**src/rtl/tcara_pkg.sv**
```systemverilog
// ============================================================================
// tcara_pkg
// Shared types and constants for the two-class alternating resource arbiter.
// ============================================================================
`default_nettype none

package tcara_pkg;

    // Default number of waiting entries per category
    localparam int QUEUE_DEPTH_DEF = 16;

    // Requester id width
    localparam int ID_W = 8;

    // Opcodes of an input transaction
    localparam logic OP_ACQUIRE = 1'b0;
    localparam logic OP_RELEASE = 1'b1;

    // Result codes
    typedef enum logic [2:0] {
        OUT_GRANTED        = 3'd0,
        OUT_QUEUED         = 3'd1,
        OUT_REL_IDLE       = 3'd2,
        OUT_REL_HANDOVER   = 3'd3,
        OUT_FULL           = 3'd4,
        OUT_REL_WHILE_IDLE = 3'd5
    } t_outcome;

    // Commands from the controller to the datapath
    typedef struct packed {
        logic load;   // capture the accepted request
        logic exec;   // evaluate the captured request, update state and result
    } t_dp_cmd;

endpackage

`default_nettype wire

```
**src/rtl/tcara_if.sv**
```systemverilog
// ============================================================================
// tcara_req_if / tcara_rsp_if
// Valid/ready channels for requests into and results out of the arbiter.
// ============================================================================
`default_nettype none

interface tcara_req_if;
    logic                       valid;
    logic                       ready;
    logic                       opcode;
    logic                       category;
    logic [tcara_pkg::ID_W-1:0] requester_id;

    modport source (output valid, output opcode, output category,
                    output requester_id, input ready);
    modport sink   (input valid, input opcode, input category,
                    input requester_id, output ready);
endinterface

interface tcara_rsp_if;
    logic                       valid;
    logic                       ready;
    logic [2:0]                 outcome;
    logic                       grant_valid;
    logic [tcara_pkg::ID_W-1:0] granted_id;
    logic                       granted_category;

    modport source (output valid, output outcome, output grant_valid,
                    output granted_id, output granted_category, input ready);
    modport sink   (input valid, input outcome, input grant_valid,
                    input granted_id, input granted_category, output ready);
endinterface

`default_nettype wire

```
**src/rtl/two_class_alternating_resource_arbiter.sv**
```systemverilog
// ============================================================================
// two_class_alternating_resource_arbiter
// Lock arbiter for one resource shared by two requester categories.
// ============================================================================
// Each request transaction (acquire or release) produces exactly one result
// transaction. An acquire is granted at once when the resource is free,
// otherwise it waits in its category's FIFO (QUEUE_DEPTH entries) or is
// rejected when that FIFO is full. A release hands the resource to the head
// of the other category's FIFO first, then to the holder's own category, and
// frees it when both are empty. A transaction is accepted in S_IDLE and
// executed in S_EXEC against the registered head read of the FIFO
// memories; no new request is accepted in S_EXEC, and the result register
// lets the next request be accepted in the cycle its result is taken.
// The FIFO memories need no clearing after reset.
`default_nettype none

module two_class_alternating_resource_arbiter #(
    parameter int QUEUE_DEPTH = tcara_pkg::QUEUE_DEPTH_DEF
) (
    input  wire logic  i_clk,
    input  wire logic  i_rst_n,
    tcara_req_if.sink   i_req,
    tcara_rsp_if.source o_rsp
);
    import tcara_pkg::*;

    t_dp_cmd cmd;

    tcara_ctrl u_ctrl (
        .i_clk       (i_clk),
        .i_rst_n     (i_rst_n),
        .i_in_valid  (i_req.valid),
        .o_in_ready  (i_req.ready),
        .o_out_valid (o_rsp.valid),
        .i_out_ready (o_rsp.ready),
        .o_cmd       (cmd)
    );

    tcara_dp #(
        .QUEUE_DEPTH (QUEUE_DEPTH)
    ) u_dp (
        .i_clk              (i_clk),
        .i_rst_n            (i_rst_n),
        .i_cmd              (cmd),
        .i_opcode           (i_req.opcode),
        .i_category         (i_req.category),
        .i_requester_id     (i_req.requester_id),
        .o_outcome          (o_rsp.outcome),
        .o_grant_valid      (o_rsp.grant_valid),
        .o_granted_id       (o_rsp.granted_id),
        .o_granted_category (o_rsp.granted_category)
    );

endmodule

`default_nettype wire

```
**src/rtl/tcara_ctrl.sv**
```systemverilog
// ============================================================================
// tcara_ctrl
// Controller: sequences accept and execute, owns the result valid flag.
// ============================================================================
`default_nettype none

module tcara_ctrl (
    input  wire logic               i_clk,
    input  wire logic               i_rst_n,
    input  wire logic               i_in_valid,
    output      logic               o_in_ready,
    output      logic               o_out_valid,
    input  wire logic               i_out_ready,
    output      tcara_pkg::t_dp_cmd o_cmd
);
    import tcara_pkg::*;

    typedef enum logic {
        S_IDLE,
        S_EXEC
    } t_state;

    t_state r_state;
    logic   r_out_valid;
    logic   accept;

    // Take a new transaction only when idle and the result slot frees up
    assign o_in_ready  = (r_state == S_IDLE) && (!r_out_valid || i_out_ready);
    assign accept      = i_in_valid && o_in_ready;
    assign o_out_valid = r_out_valid;

    assign o_cmd.load = accept;
    assign o_cmd.exec = (r_state == S_EXEC);

    // State and result valid
    always_ff @(posedge i_clk) begin
        if (!i_rst_n) begin
            r_state     <= S_IDLE;
            r_out_valid <= 1'b0;
        end else begin
            case (r_state)
                S_IDLE: begin
                    if (r_out_valid && i_out_ready) begin
                        r_out_valid <= 1'b0;
                    end
                    if (accept) begin
                        r_state <= S_EXEC;
                    end
                end
                S_EXEC: begin
                    r_out_valid <= 1'b1;
                    r_state     <= S_IDLE;
                end
                default: begin
                    r_state     <= S_IDLE;
                    r_out_valid <= 1'b0;
                end
            endcase
        end
    end

endmodule

`default_nettype wire

```
**src/rtl/tcara_dp.sv**
```systemverilog
// ============================================================================
// tcara_dp
// Datapath: holder state, two per-category FIFOs and the result register.
// ============================================================================
`default_nettype none

module tcara_dp #(
    parameter int QUEUE_DEPTH = tcara_pkg::QUEUE_DEPTH_DEF
) (
    input  wire logic                       i_clk,
    input  wire logic                       i_rst_n,
    input  wire tcara_pkg::t_dp_cmd         i_cmd,
    input  wire logic                       i_opcode,
    input  wire logic                       i_category,
    input  wire logic [tcara_pkg::ID_W-1:0] i_requester_id,
    output      logic [2:0]                 o_outcome,
    output      logic                       o_grant_valid,
    output      logic [tcara_pkg::ID_W-1:0] o_granted_id,
    output      logic                       o_granted_category
);
    import tcara_pkg::*;

    localparam int IDX_W = $clog2(QUEUE_DEPTH);
    localparam int CNT_W = $clog2(QUEUE_DEPTH + 1);
    localparam int SUM_W = IDX_W + 1;
    localparam logic [CNT_W-1:0] FULL_CNT = CNT_W'(QUEUE_DEPTH);
    localparam logic [SUM_W-1:0] DEPTH_S  = SUM_W'(QUEUE_DEPTH);
    localparam logic [IDX_W-1:0] LAST_IDX = IDX_W'(QUEUE_DEPTH - 1);

    // Captured request
    logic            r_op;
    logic            r_cat;
    logic [ID_W-1:0] r_id;

    // Holder state
    logic r_busy, n_busy;
    logic r_owner, n_owner;

    // FIFO pointers
    logic [IDX_W-1:0] r_head0, n_head0, r_head1, n_head1;
    logic [CNT_W-1:0] r_cnt0, n_cnt0, r_cnt1, n_cnt1;

    // FIFO storage and registered head reads
    logic [ID_W-1:0] r_mem0 [QUEUE_DEPTH];
    logic [ID_W-1:0] r_mem1 [QUEUE_DEPTH];
    logic [ID_W-1:0] r_rd0, r_rd1;

    // Result register
    logic [2:0]      r_outcome;
    logic            r_gv;
    logic [ID_W-1:0] r_gid;
    logic            r_gcat;

    t_outcome         n_outcome;
    logic             n_gv;
    logic [ID_W-1:0]  n_gid;
    logic             n_gcat;
    logic             wr0, wr1, pop0, pop1;
    logic [IDX_W-1:0] head_sel, wr_addr;
    logic [CNT_W-1:0] cnt_sel;
    logic [SUM_W-1:0] wr_sum;
    logic             other_ne, same_ne, pop_cls;

    function automatic logic [IDX_W-1:0] idx_inc(input logic [IDX_W-1:0] idx);
        idx_inc = (idx == LAST_IDX) ? '0 : idx + 1'b1;
    endfunction

    // Tail address of the requested category, wrapped at the depth
    always_comb begin
        head_sel = r_cat ? r_head1 : r_head0;
        cnt_sel  = r_cat ? r_cnt1  : r_cnt0;
        wr_sum   = SUM_W'(head_sel) + SUM_W'(cnt_sel);
        wr_addr  = (wr_sum >= DEPTH_S) ? IDX_W'(wr_sum - DEPTH_S) : IDX_W'(wr_sum);
    end

    // Decision for the captured request
    always_comb begin
        other_ne  = r_owner ? (r_cnt0 != '0) : (r_cnt1 != '0);
        same_ne   = r_owner ? (r_cnt1 != '0) : (r_cnt0 != '0);
        pop_cls   = other_ne ? ~r_owner : r_owner;
        n_busy    = r_busy;
        n_owner   = r_owner;
        n_outcome = OUT_GRANTED;
        n_gv      = 1'b0;
        n_gid     = '0;
        n_gcat    = 1'b0;
        wr0       = 1'b0;
        wr1       = 1'b0;
        pop0      = 1'b0;
        pop1      = 1'b0;
        if (r_op == OP_ACQUIRE) begin
            if (!r_busy) begin
                n_busy    = 1'b1;
                n_owner   = r_cat;
                n_outcome = OUT_GRANTED;
                n_gv      = 1'b1;
                n_gid     = r_id;
                n_gcat    = r_cat;
            end else if (cnt_sel == FULL_CNT) begin
                n_outcome = OUT_FULL;
            end else begin
                n_outcome = OUT_QUEUED;
                wr0       = ~r_cat;
                wr1       = r_cat;
            end
        end else begin
            if (!r_busy) begin
                n_outcome = OUT_REL_WHILE_IDLE;
            end else if (other_ne || same_ne) begin
                // Other category first, then the holder's own
                n_owner   = pop_cls;
                n_outcome = OUT_REL_HANDOVER;
                n_gv      = 1'b1;
                n_gid     = pop_cls ? r_rd1 : r_rd0;
                n_gcat    = pop_cls;
                pop0      = ~pop_cls;
                pop1      = pop_cls;
            end else begin
                n_busy    = 1'b0;
                n_outcome = OUT_REL_IDLE;
            end
        end
    end

    // Pointer updates
    always_comb begin
        n_head0 = pop0 ? idx_inc(r_head0) : r_head0;
        n_head1 = pop1 ? idx_inc(r_head1) : r_head1;
        n_cnt0  = pop0 ? r_cnt0 - 1'b1 : (wr0 ? r_cnt0 + 1'b1 : r_cnt0);
        n_cnt1  = pop1 ? r_cnt1 - 1'b1 : (wr1 ? r_cnt1 + 1'b1 : r_cnt1);
    end

    // Request capture
    always_ff @(posedge i_clk) begin
        if (i_cmd.load) begin
            r_op  <= i_opcode;
            r_cat <= i_category;
            r_id  <= i_requester_id;
        end
    end

    // Control state
    always_ff @(posedge i_clk) begin
        if (!i_rst_n) begin
            r_busy  <= 1'b0;
            r_owner <= 1'b0;
            r_head0 <= '0;
            r_head1 <= '0;
            r_cnt0  <= '0;
            r_cnt1  <= '0;
        end else if (i_cmd.exec) begin
            r_busy  <= n_busy;
            r_owner <= n_owner;
            r_head0 <= n_head0;
            r_head1 <= n_head1;
            r_cnt0  <= n_cnt0;
            r_cnt1  <= n_cnt1;
        end
    end

    // FIFO memories: one write port, one registered read at the head
    always_ff @(posedge i_clk) begin
        if (i_cmd.exec && wr0) begin
            r_mem0[wr_addr] <= r_id;
        end
        r_rd0 <= r_mem0[r_head0];
    end

    always_ff @(posedge i_clk) begin
        if (i_cmd.exec && wr1) begin
            r_mem1[wr_addr] <= r_id;
        end
        r_rd1 <= r_mem1[r_head1];
    end

    // Result register
    always_ff @(posedge i_clk) begin
        if (i_cmd.exec) begin
            r_outcome <= n_outcome;
            r_gv      <= n_gv;
            r_gid     <= n_gid;
            r_gcat    <= n_gcat;
        end
    end

    assign o_outcome          = r_outcome;
    assign o_grant_valid      = r_gv;
    assign o_granted_id       = r_gid;
    assign o_granted_category = r_gcat;

endmodule

`default_nettype wire

```
**src/flat_wrapper.sv**
```systemverilog
// flat-port wrapper written by rule: the top's interface ports become plain ports
module two_class_alternating_resource_arbiter_flat import tcara_pkg::*;
#(
    parameter int QUEUE_DEPTH = tcara_pkg::QUEUE_DEPTH_DEF
)
  (i_clk, i_rst_n, i_req_valid, i_req_opcode, i_req_category, i_req_requester_id, i_req_ready, o_rsp_valid, o_rsp_outcome, o_rsp_grant_valid, o_rsp_granted_id, o_rsp_granted_category, o_rsp_ready);
  tcara_req_if i_req_i ();
  tcara_rsp_if o_rsp_i ();
  input  wire logic i_clk;
  input  wire logic i_rst_n;
  input wire logic [$bits(i_req_i.valid)-1:0] i_req_valid;
  input wire logic [$bits(i_req_i.opcode)-1:0] i_req_opcode;
  input wire logic [$bits(i_req_i.category)-1:0] i_req_category;
  input wire logic [$bits(i_req_i.requester_id)-1:0] i_req_requester_id;
  output wire logic [$bits(i_req_i.ready)-1:0] i_req_ready;
  output wire logic [$bits(o_rsp_i.valid)-1:0] o_rsp_valid;
  output wire logic [$bits(o_rsp_i.outcome)-1:0] o_rsp_outcome;
  output wire logic [$bits(o_rsp_i.grant_valid)-1:0] o_rsp_grant_valid;
  output wire logic [$bits(o_rsp_i.granted_id)-1:0] o_rsp_granted_id;
  output wire logic [$bits(o_rsp_i.granted_category)-1:0] o_rsp_granted_category;
  input wire logic [$bits(o_rsp_i.ready)-1:0] o_rsp_ready;
  assign i_req_i.valid = i_req_valid;
  assign i_req_i.opcode = i_req_opcode;
  assign i_req_i.category = i_req_category;
  assign i_req_i.requester_id = i_req_requester_id;
  assign i_req_ready = i_req_i.ready;
  assign o_rsp_valid = o_rsp_i.valid;
  assign o_rsp_outcome = o_rsp_i.outcome;
  assign o_rsp_grant_valid = o_rsp_i.grant_valid;
  assign o_rsp_granted_id = o_rsp_i.granted_id;
  assign o_rsp_granted_category = o_rsp_i.granted_category;
  assign o_rsp_i.ready = o_rsp_ready;
  two_class_alternating_resource_arbiter #(.QUEUE_DEPTH(QUEUE_DEPTH)) u_core (.i_clk(i_clk), .i_rst_n(i_rst_n), .i_req(i_req_i), .o_rsp(o_rsp_i));
endmodule
```
**config.mk**
```make
export PLATFORM = sky130hd
export DESIGN_NAME = two_class_alternating_resource_arbiter_flat
export DESIGN_NICKNAME = d
export VERILOG_FILES = /design/src/rtl/tcara_pkg.sv /design/src/rtl/tcara_if.sv /design/src/rtl/two_class_alternating_resource_arbiter.sv /design/src/rtl/tcara_ctrl.sv /design/src/rtl/tcara_dp.sv /design/src/flat_wrapper.sv
export SDC_FILE = /design/constraint.sdc
export NUM_CORES = 1
export LEC_CHECK = 0
export ABC_AREA = 1
export BUFFER_PORTS_ARGS = -buffer_cell sky130_fd_sc_hd__buf_2
export CORE_MARGIN = 2
export CORE_UTILIZATION = 45
export CTS_BUF_LIST = sky130_fd_sc_hd__clkbuf_4 sky130_fd_sc_hd__clkbuf_8
export CTS_CLUSTER_SIZE = 40
export DETAILED_ROUTE_END_ITERATION = 8
export GPL_TIMING_DRIVEN = 0
export SETUP_SLACK_MARGIN = 0.4
export SYNTH_ARGS = -nofsm -noshare
export SYNTH_HDL_FRONTEND = slang
export SYNTH_SLANG_ARGS = --single-unit
export TNS_END_PERCENT = 50
```
**constraint.sdc**
```tcl
create_clock -name i_clk -period 4 [get_ports i_clk]
set_input_delay 0.4 -clock i_clk [delete_from_list [all_inputs] [get_ports i_clk]]
set_output_delay 0.4 -clock i_clk [all_outputs]
set_load 0.01 [all_outputs]
```
After elaboration in Yosys (flattened, before gate mapping)
Memory sizes are Yosys's and may differ from the RTL's. A register that Yosys moved wholly into a read port is not among the register bits.
Index checks and enable logic that the tools add are counted.
{"block": "classes", "addsub": 8, "n_mul": 0, "div_mod_pow": 0, "n_lt_le_gt_ge": 1, "n_eq_ne": 7, "n_shift": 0, "mux": 53, "bitwise_logic": 4, "reduce_logical": 17}
{"operator": "$mux 8", "n": 5}
{"operator": "$mux 1", "n": 33}
{"operator": "$mux 5", "n": 5}
{"operator": "$mux 4", "n": 4}
{"operator": "$mux 3", "n": 4}
{"operator": "$add 5x1->5 const B", "n": 2}
{"operator": "$reduce_bool 5->1", "n": 2}
{"operator": "$sub 5x1->5 const B", "n": 2}
{"operator": "$add 4x1->4 const B", "n": 2}
{"operator": "$eq 4x4->1 const B", "n": 2}
{"operator": "$reduce_and 2->1", "n": 4}
{"operator": "$ne 2x1->1 const B", "n": 3}
{"operator": "$add 4x5->5", "n": 1}
{"operator": "$eq 5x5->1 const B", "n": 1}
{"operator": "$ge 5x5->1 const B", "n": 1}
{"operator": "$logic_and 1x1->1", "n": 5}
{"operator": "$not 1->1", "n": 4}
{"operator": "$pmux 1 s2", "n": 2}
{"operator": "$reduce_and 4->1", "n": 1}
{"operator": "$reduce_bool 2->1", "n": 2}
{"operator": "$sub 4x1->4 const B", "n": 1}
{"operator": "$logic_or 1x1->1", "n": 2}
{"operator": "$ne 2x2->1 const B", "n": 1}
{"operator": "$logic_not 1->1", "n": 1}
{"block": "word_totals", "reg_bits": 45, "latchBits": 0, "ramBits": 256, "rom_bits": 0, "inputBits": 14, "output_inout_bits": 15, "elab_cells": 107, "mem_count": 2}
{"memory": "u_core.u_dp.r_mem0", "words": 16, "word_bits": 8, "read_ports": 1, "rd_ports_with_merged_regs": 1, "wr": 1, "line_no": "tcara_dp.sv:44", "rtl": "logic [ID_W-1:0] r_mem0 [QUEUE_DEPTH];"}
{"memory": "u_core.u_dp.r_mem1", "words": 16, "word_bits": 8, "read_ports": 1, "rd_ports_with_merged_regs": 1, "wr": 1, "line_no": "tcara_dp.sv:45", "rtl": "logic [ID_W-1:0] r_mem1 [QUEUE_DEPTH];"}

Longest topological paths before layout
{"block": "depth", "word_depth": 9, "mapped_depth": 15, "ltp_nobuf": 15}

Cells and area by module
Synthesis repeated with hierarchy kept, for this count alone.
{"block": "hier_totals", "cells_unflattened": 1044, "hier_area_um2": 12848.6}
{"mod": "tcara_dp", "n_inst": 1, "cells_per_inst": 1031, "area_each_um2": 12743.5, "seq_area_each_um2": 9098.7}
{"mod": "tcara_ctrl", "n_inst": 1, "cells_per_inst": 13, "area_each_um2": 105.1, "seq_area_each_um2": 40.0}

Least setup slack after synthesis
OpenSTA, ideal clock, no wires.
{"block": "synth_path", "path_type": "flip-flop to flip-flop", "start": "register u_core.u_dp.r_head1[0]", "end": "memory u_core.u_dp.r_mem0[10][0] (enable)", "setup_time_ns": 0.370, "arrival_ns": 2.762, "required_ns": 3.630, "setup_slack_ns": 0.868, "stages_incl_launch_ff": 13, "n_path_buf": 2, "synth_period_minus_slack_ns": 3.132, "cell_sequence": "dfxtp_1 -> clkbuf_1 -> clkbuf_1 -> nand2_1 -> o21ai_0 -> ha_1 -> inv_1 -> fa_1 -> xor2_1 -> inv_1 -> nor2_1 -> nand2_1 -> nor2_1"}
{"block": "synth_between", "elab_chain_len": 4, "word_cells_on_any_way": 5, "cone_classes": "add/sub: 2; order compare: 1; mux: 2"}
{"element": "from (decl)", "line_no": "tcara_dp.sv:40", "rtl": "logic [IDX_W-1:0] r_head0, n_head0, r_head1, n_head1;"}
{"element": "from (signal assigned)", "line_no": "tcara_dp.sv:155", "rtl": "r_head1 <= n_head1;"}
{"element": "$mux 4 *", "line_no": "tcara_dp.sv:70", "rtl": "head_sel = r_cat ? r_head1 : r_head0;"}
{"element": "$add 4x5->5 *", "line_no": "tcara_dp.sv:72", "rtl": "wr_sum = SUM_W'(head_sel) + SUM_W'(cnt_sel);"}
{"element": "$sub 4x1->4 / $ge 5x5->1 (equally long branches)", "line_no": "tcara_dp.sv:73", "rtl": "wr_addr = (wr_sum >= DEPTH_S) ? IDX_W'(wr_sum - DEPTH_S) : IDX_W'(wr_sum);"}
{"element": "$mux 4 *", "line_no": "tcara_dp.sv:73"}
{"element": "to (decl)", "line_no": "tcara_dp.sv:44"}
Every way passes the cells marked *; elsewhere a longest branch is shown, timed or not.

Worst setup path in the final report
{"block": "layout_path", "start": "register u_core.u_dp.r_head0[1]", "end": "memory u_core.u_dp.r_mem0[14][4] (enable)"}
{"block": "layout_between", "elab_chain_len": 4, "word_cells_on_any_way": 5, "cone_classes": "add/sub: 2; order compare: 1; mux: 2"}
{"element": "from (decl)", "line_no": "tcara_dp.sv:40"}
{"element": "from (signal assigned)", "line_no": "tcara_dp.sv:154", "rtl": "r_head0 <= n_head0;"}
{"element": "$mux 4 *", "line_no": "tcara_dp.sv:70"}
{"element": "$add 4x5->5 *", "line_no": "tcara_dp.sv:72"}
{"element": "$sub 4x1->4 / $ge 5x5->1 (equally long branches)", "line_no": "tcara_dp.sv:73"}
{"element": "$mux 4 *", "line_no": "tcara_dp.sv:73"}
Marks and branches as above.

==> flow_summary.json <==
{
  "status": "finished clean",
  "synth_nets": 1067,
  "yosysWarnings": 0,
  "use_met2": 0.328,
  "insertion_delay_ps": 590,
  "cts_tree": "yes",
  "die_w_um": 173,
  "drt-wirelength-per-cell_um": 20.3,
  "max-clock-path-buffers": 3,
  "slowest_delay_ps": 430,
  "gp_congestion": 0.839,
  "cts_root_buf": "clkbuf_8",
  "hold_viol": 0,
  "synth_area_leaders": "edfxtp_1, nor2_1, dfxtp_1, o21ai_0, nand2_1",
  "start_util": 0.459,
  "synthCells": 1039,
  "fin_crit_ps": 3540,
  "required_ps": 4220,
  "antenna_left": 0,
  "min_path_cells": 3,
  "fin_worst_skew_ps": 32.1,
  "powerDensity_nw_per_um2": 444,
  "setup_viol": 0,
  "core_sq_um": 27900,
  "worst_hold_startpoint": "i_req_valid",
  "placedInstanceArea_sq_um": 13400,
  "vias": 8441,
  "syn_to_final_growth_pct": 15.4,
  "routed_wirelength_mm": 31.5,
  "cp_data_arrival_time_ps": 3760,
  "internal_power_uw": 5180,
  "power.share.sequential": 0.562,
  "synth.top_cell.area_share": 0.653,
  "die_h_um": 173,
  "io_buffers": 28,
  "antenna_found_initial": 0,
  "fillers": 2423,
  "synth_seq_area_share": 0.713,
  "layout-drive-gt1-share": 0.154,
  "first_global_vias": 8370,
  "start_kind": "flip-flop",
  "peakVddDrop_v": 0.000268,
  "cp_cell_sequence": "clkbuf_2, buf_2, o21ai_0, inv_1, ha_1, nand2_1, nor2_1, a211oi_1, xnor2_2, nor2_1, nand2_1, nor2_2",
  "power_frac_clock": 0.422,
  "cts.sinks": 317,
  "min_period_over_period": 0.884,
  "hold_path_end": "u_core.u_ctrl.r_state$_SDFF_PP0_",
  "core.rowCount": 61,
  "synth_edf_count": 279,
  "synth_commonest_cells": "edfxtp_1, nor2_1, o21ai_0",
  "synth-main-ff-cell": "edfxtp_1",
  "place_ws_ps": -197,
  "slowest_stage": "nor2_2",
  "drt_iter0_drc": 773,
  "drc": 0,
  "synthDistinctLibCells": 42,
  "grtUsageMet1": 0.307,
  "fmaxAchievable_mhz": 283,
  "grt_overflow_total": 0,
  "relSlewSlack": 0.114,
  "vias_per_cell": 5.44,
  "die_area_sq_um": 29900,
  "grt_util_all_layers": 0.211,
  "grt_max_degree": 34,
  "p_switching_uw": 1390,
  "comb_power_share": 0.016,
  "synth_top_cell_by_area": "edfxtp_1",
  "ys_seq_elements": 317,
  "setup_slack_ps": 465,
  "swShare": 0.212,
  "syn_avg_cell_area_sq_um": 12.3,
  "worstReg2RegStart": "u_core.u_dp.r_head0[1]$_SDFFE_PN0P_",
  "crit_type": "flip-flop to flip-flop",
  "drv_cap": 0,
  "leakage_uw": 0.00495,
  "reg2reg_slack_ps": 460,
  "yosysMostFrequentCell": "edfxtp_1",
  "rsz0062_at_grt": "yes",
  "htree_levels": 2,
  "end_kind": "flip-flop",
  "reg2reg_depth": 12,
  "finalMaxSlewViolations": 0,
  "final_nets": 1160,
  "critPathMaxFanout": 10,
  "design_area_sq_um": 14800,
  "grt_first_pass_wirelength_mm": 48.2,
  "grt_busiest_layer": "met2",
  "hpwlAfterDp_mm": 20.0,
  "tightest_slew_ps": 1330,
  "hp-class": "input pin to flip-flop",
  "drt_first_pass_iters": 5,
  "cts_buffers": 52,
  "path_clk_slew_ps": 60,
  "synthArstFlopShare": 0,
  "r2r_end": "u_core.u_dp.r_mem0[14][4]$_DFFE_PP_",
  "syn_area_sq_um": 12800,
  "ios": 29,
  "use_met3": 0.0396
}
state kept, by name, indices dropped and copies added, names as in the netlist, 3 cells and up:
| signal | flops |
|---|---|
| u_core.u_dp.r_mem1 | 128 |
| u_core.u_dp.r_head1 | 4 |
| u_core.u_dp.o_granted_id | 8 |
| u_core.u_dp.r_id | 8 |
| u_core.u_dp.r_cnt1 | 5 |
| u_core.u_dp.r_cnt0 | 5 |
| u_core.u_dp.r_head0 | 4 |
| u_core.u_dp.r_rd1 | 8 |
| u_core.u_dp.r_rd0 | 8 |
| u_core.u_dp.o_outcome | 3 |
| u_core.u_dp.r_mem0 | 128 |
how the worst max path moves through the flow:
stage | slack [ps] | startpoint | cells past startpoint | to
after floorplan | 870 | u_core.u_dp.r_head1[0]$_SDFFE_PN0P_ | 12 | u_core.u_dp.r_mem0[10][0]$_DFFE_PP_
after global placement | -200 | u_core.u_dp.r_head1[0]$_SDFFE_PN0P_ | 12 | u_core.u_dp.r_mem0[8][1]$_DFFE_PP_
after detailed placement | -200 | u_core.u_dp.r_head1[0]$_SDFFE_PN0P_ | 12 | u_core.u_dp.r_mem0[8][1]$_DFFE_PP_
after CTS | 310 | u_core.u_dp.r_head0[1]$_SDFFE_PN0P_ | 13 | u_core.u_dp.r_mem1[5][7]$_DFFE_PP_
after global routing | 320 | u_core.u_dp.r_head0[1]$_SDFFE_PN0P_ | 12 | u_core.u_dp.r_mem0[14][2]$_DFFE_PP_
final | 460 | u_core.u_dp.r_head0[1]$_SDFFE_PN0P_ | 12 | u_core.u_dp.r_mem0[14][4]$_DFFE_PP_
through the flow:
step / utilization / std cells / setup TNS (ps) / hold WS, ps / power, uW
after global placement: 0.481 / 1445 / -11850 / 475 / 3850
final: 0.530 / 1551 / 0 / 81.2 / 6570
after floorplan: - / 1039 / 0 / 456 / 3780
after detailed placement: 0.481 / 1445 / -11960 / 482 / 3850
after CTS: 0.525 / 1548 / 0 / 1.44 / 6610
after global routing: 0.530 / 1550 / 0 / 74.3 / 6780
routing by layer:
metal | wire length (um) | up-vias
met3 | 2370 | 41
met2 | 14400 | 308
met4 | 486 | 0
met5 | 0 | -
li1 | - | 3969
met1 | 14200 | 4123
cells by family (layout without fill, tap and decap cells):
logic type,after synthesis,in the layout,share of synthesized area
fa+ha+maj,14,14,0.0154
flops,317,317,0.713
mux,13,13,0.0101
buf+inv,93,226,0.0291
simple gates,371,371,0.120
xor+xnor,10,10,0.00800
other cells,0,1,0
compound gates,221,221,0.104
placed cells by master, fill, tap and decap left out, types with 8 or more instances in the layout:
cell type and instances:
dlygate4sd3_1 10, nand3_1 39, o21ai_0 121, o22ai_1 21, nor2_1 172, o221ai_1 24
clkinv_1 18, nand2_1 105, dfxtp_1 38, a21oi_1 21, nor2_2 13, o32ai_1 19
o211ai_1 8, ha_1 11, edfxtp_1 279, mux2i_1 13, clkbuf_8 53, inv_1 35
clkbuf_4 16, clkbuf_1 32, nor2_4 25, buf_2 36
power groups by stage:
stage / combinational, uW / clock [uW] / sequential, uW
finish: 104 / 2780 / 3690
CTS: 99.9 / 2820 / 3690
detailed placement: 91.4 / 0 / 3760
global route: 115 / 2970 / 3700
floorplan: 54.8 / 0 / 3730
global placement: 88.9 / 0 / 3760
layout make-up:
class                           instances  area [sq um]  area share
Sequential cell                       317          9140       0.618
Clock inverter                         25           174      0.0118
Multi-Input combinational cell        629          3520       0.238
Timing Repair Buffer                   39           260      0.0176
Clock buffer                           69           850      0.0574
Antenna cell                            1          2.50    0.000169
Tap cell                              378           473      0.0320
Buffer                                 51           224      0.0151
Inverter                               42           158      0.0107
worst max-delay path: cells and delay by family, from the launching register on:
family          cells  cell delay [ps]
simple gates        5             1030
compound gates      2              680
buf+inv             3              610
flops               1              370
fa+ha+maj           1              310
xor+xnor            1              190
what timing repair did:
| action | 4_1_cts | 5_1_grt |
|---|---|---|
| resized for setup | 44 | 24 |
| hold buffers | 9 | 1 |
| setup buffers | 0 | 1 |
| pin swaps | 0 | 1 |
| setup endpoints to repair | 256 | 256 |
| endpoints found under the hold margin | 9 | 1 |
Note: power is estimated with default switching activity, not from simulation.
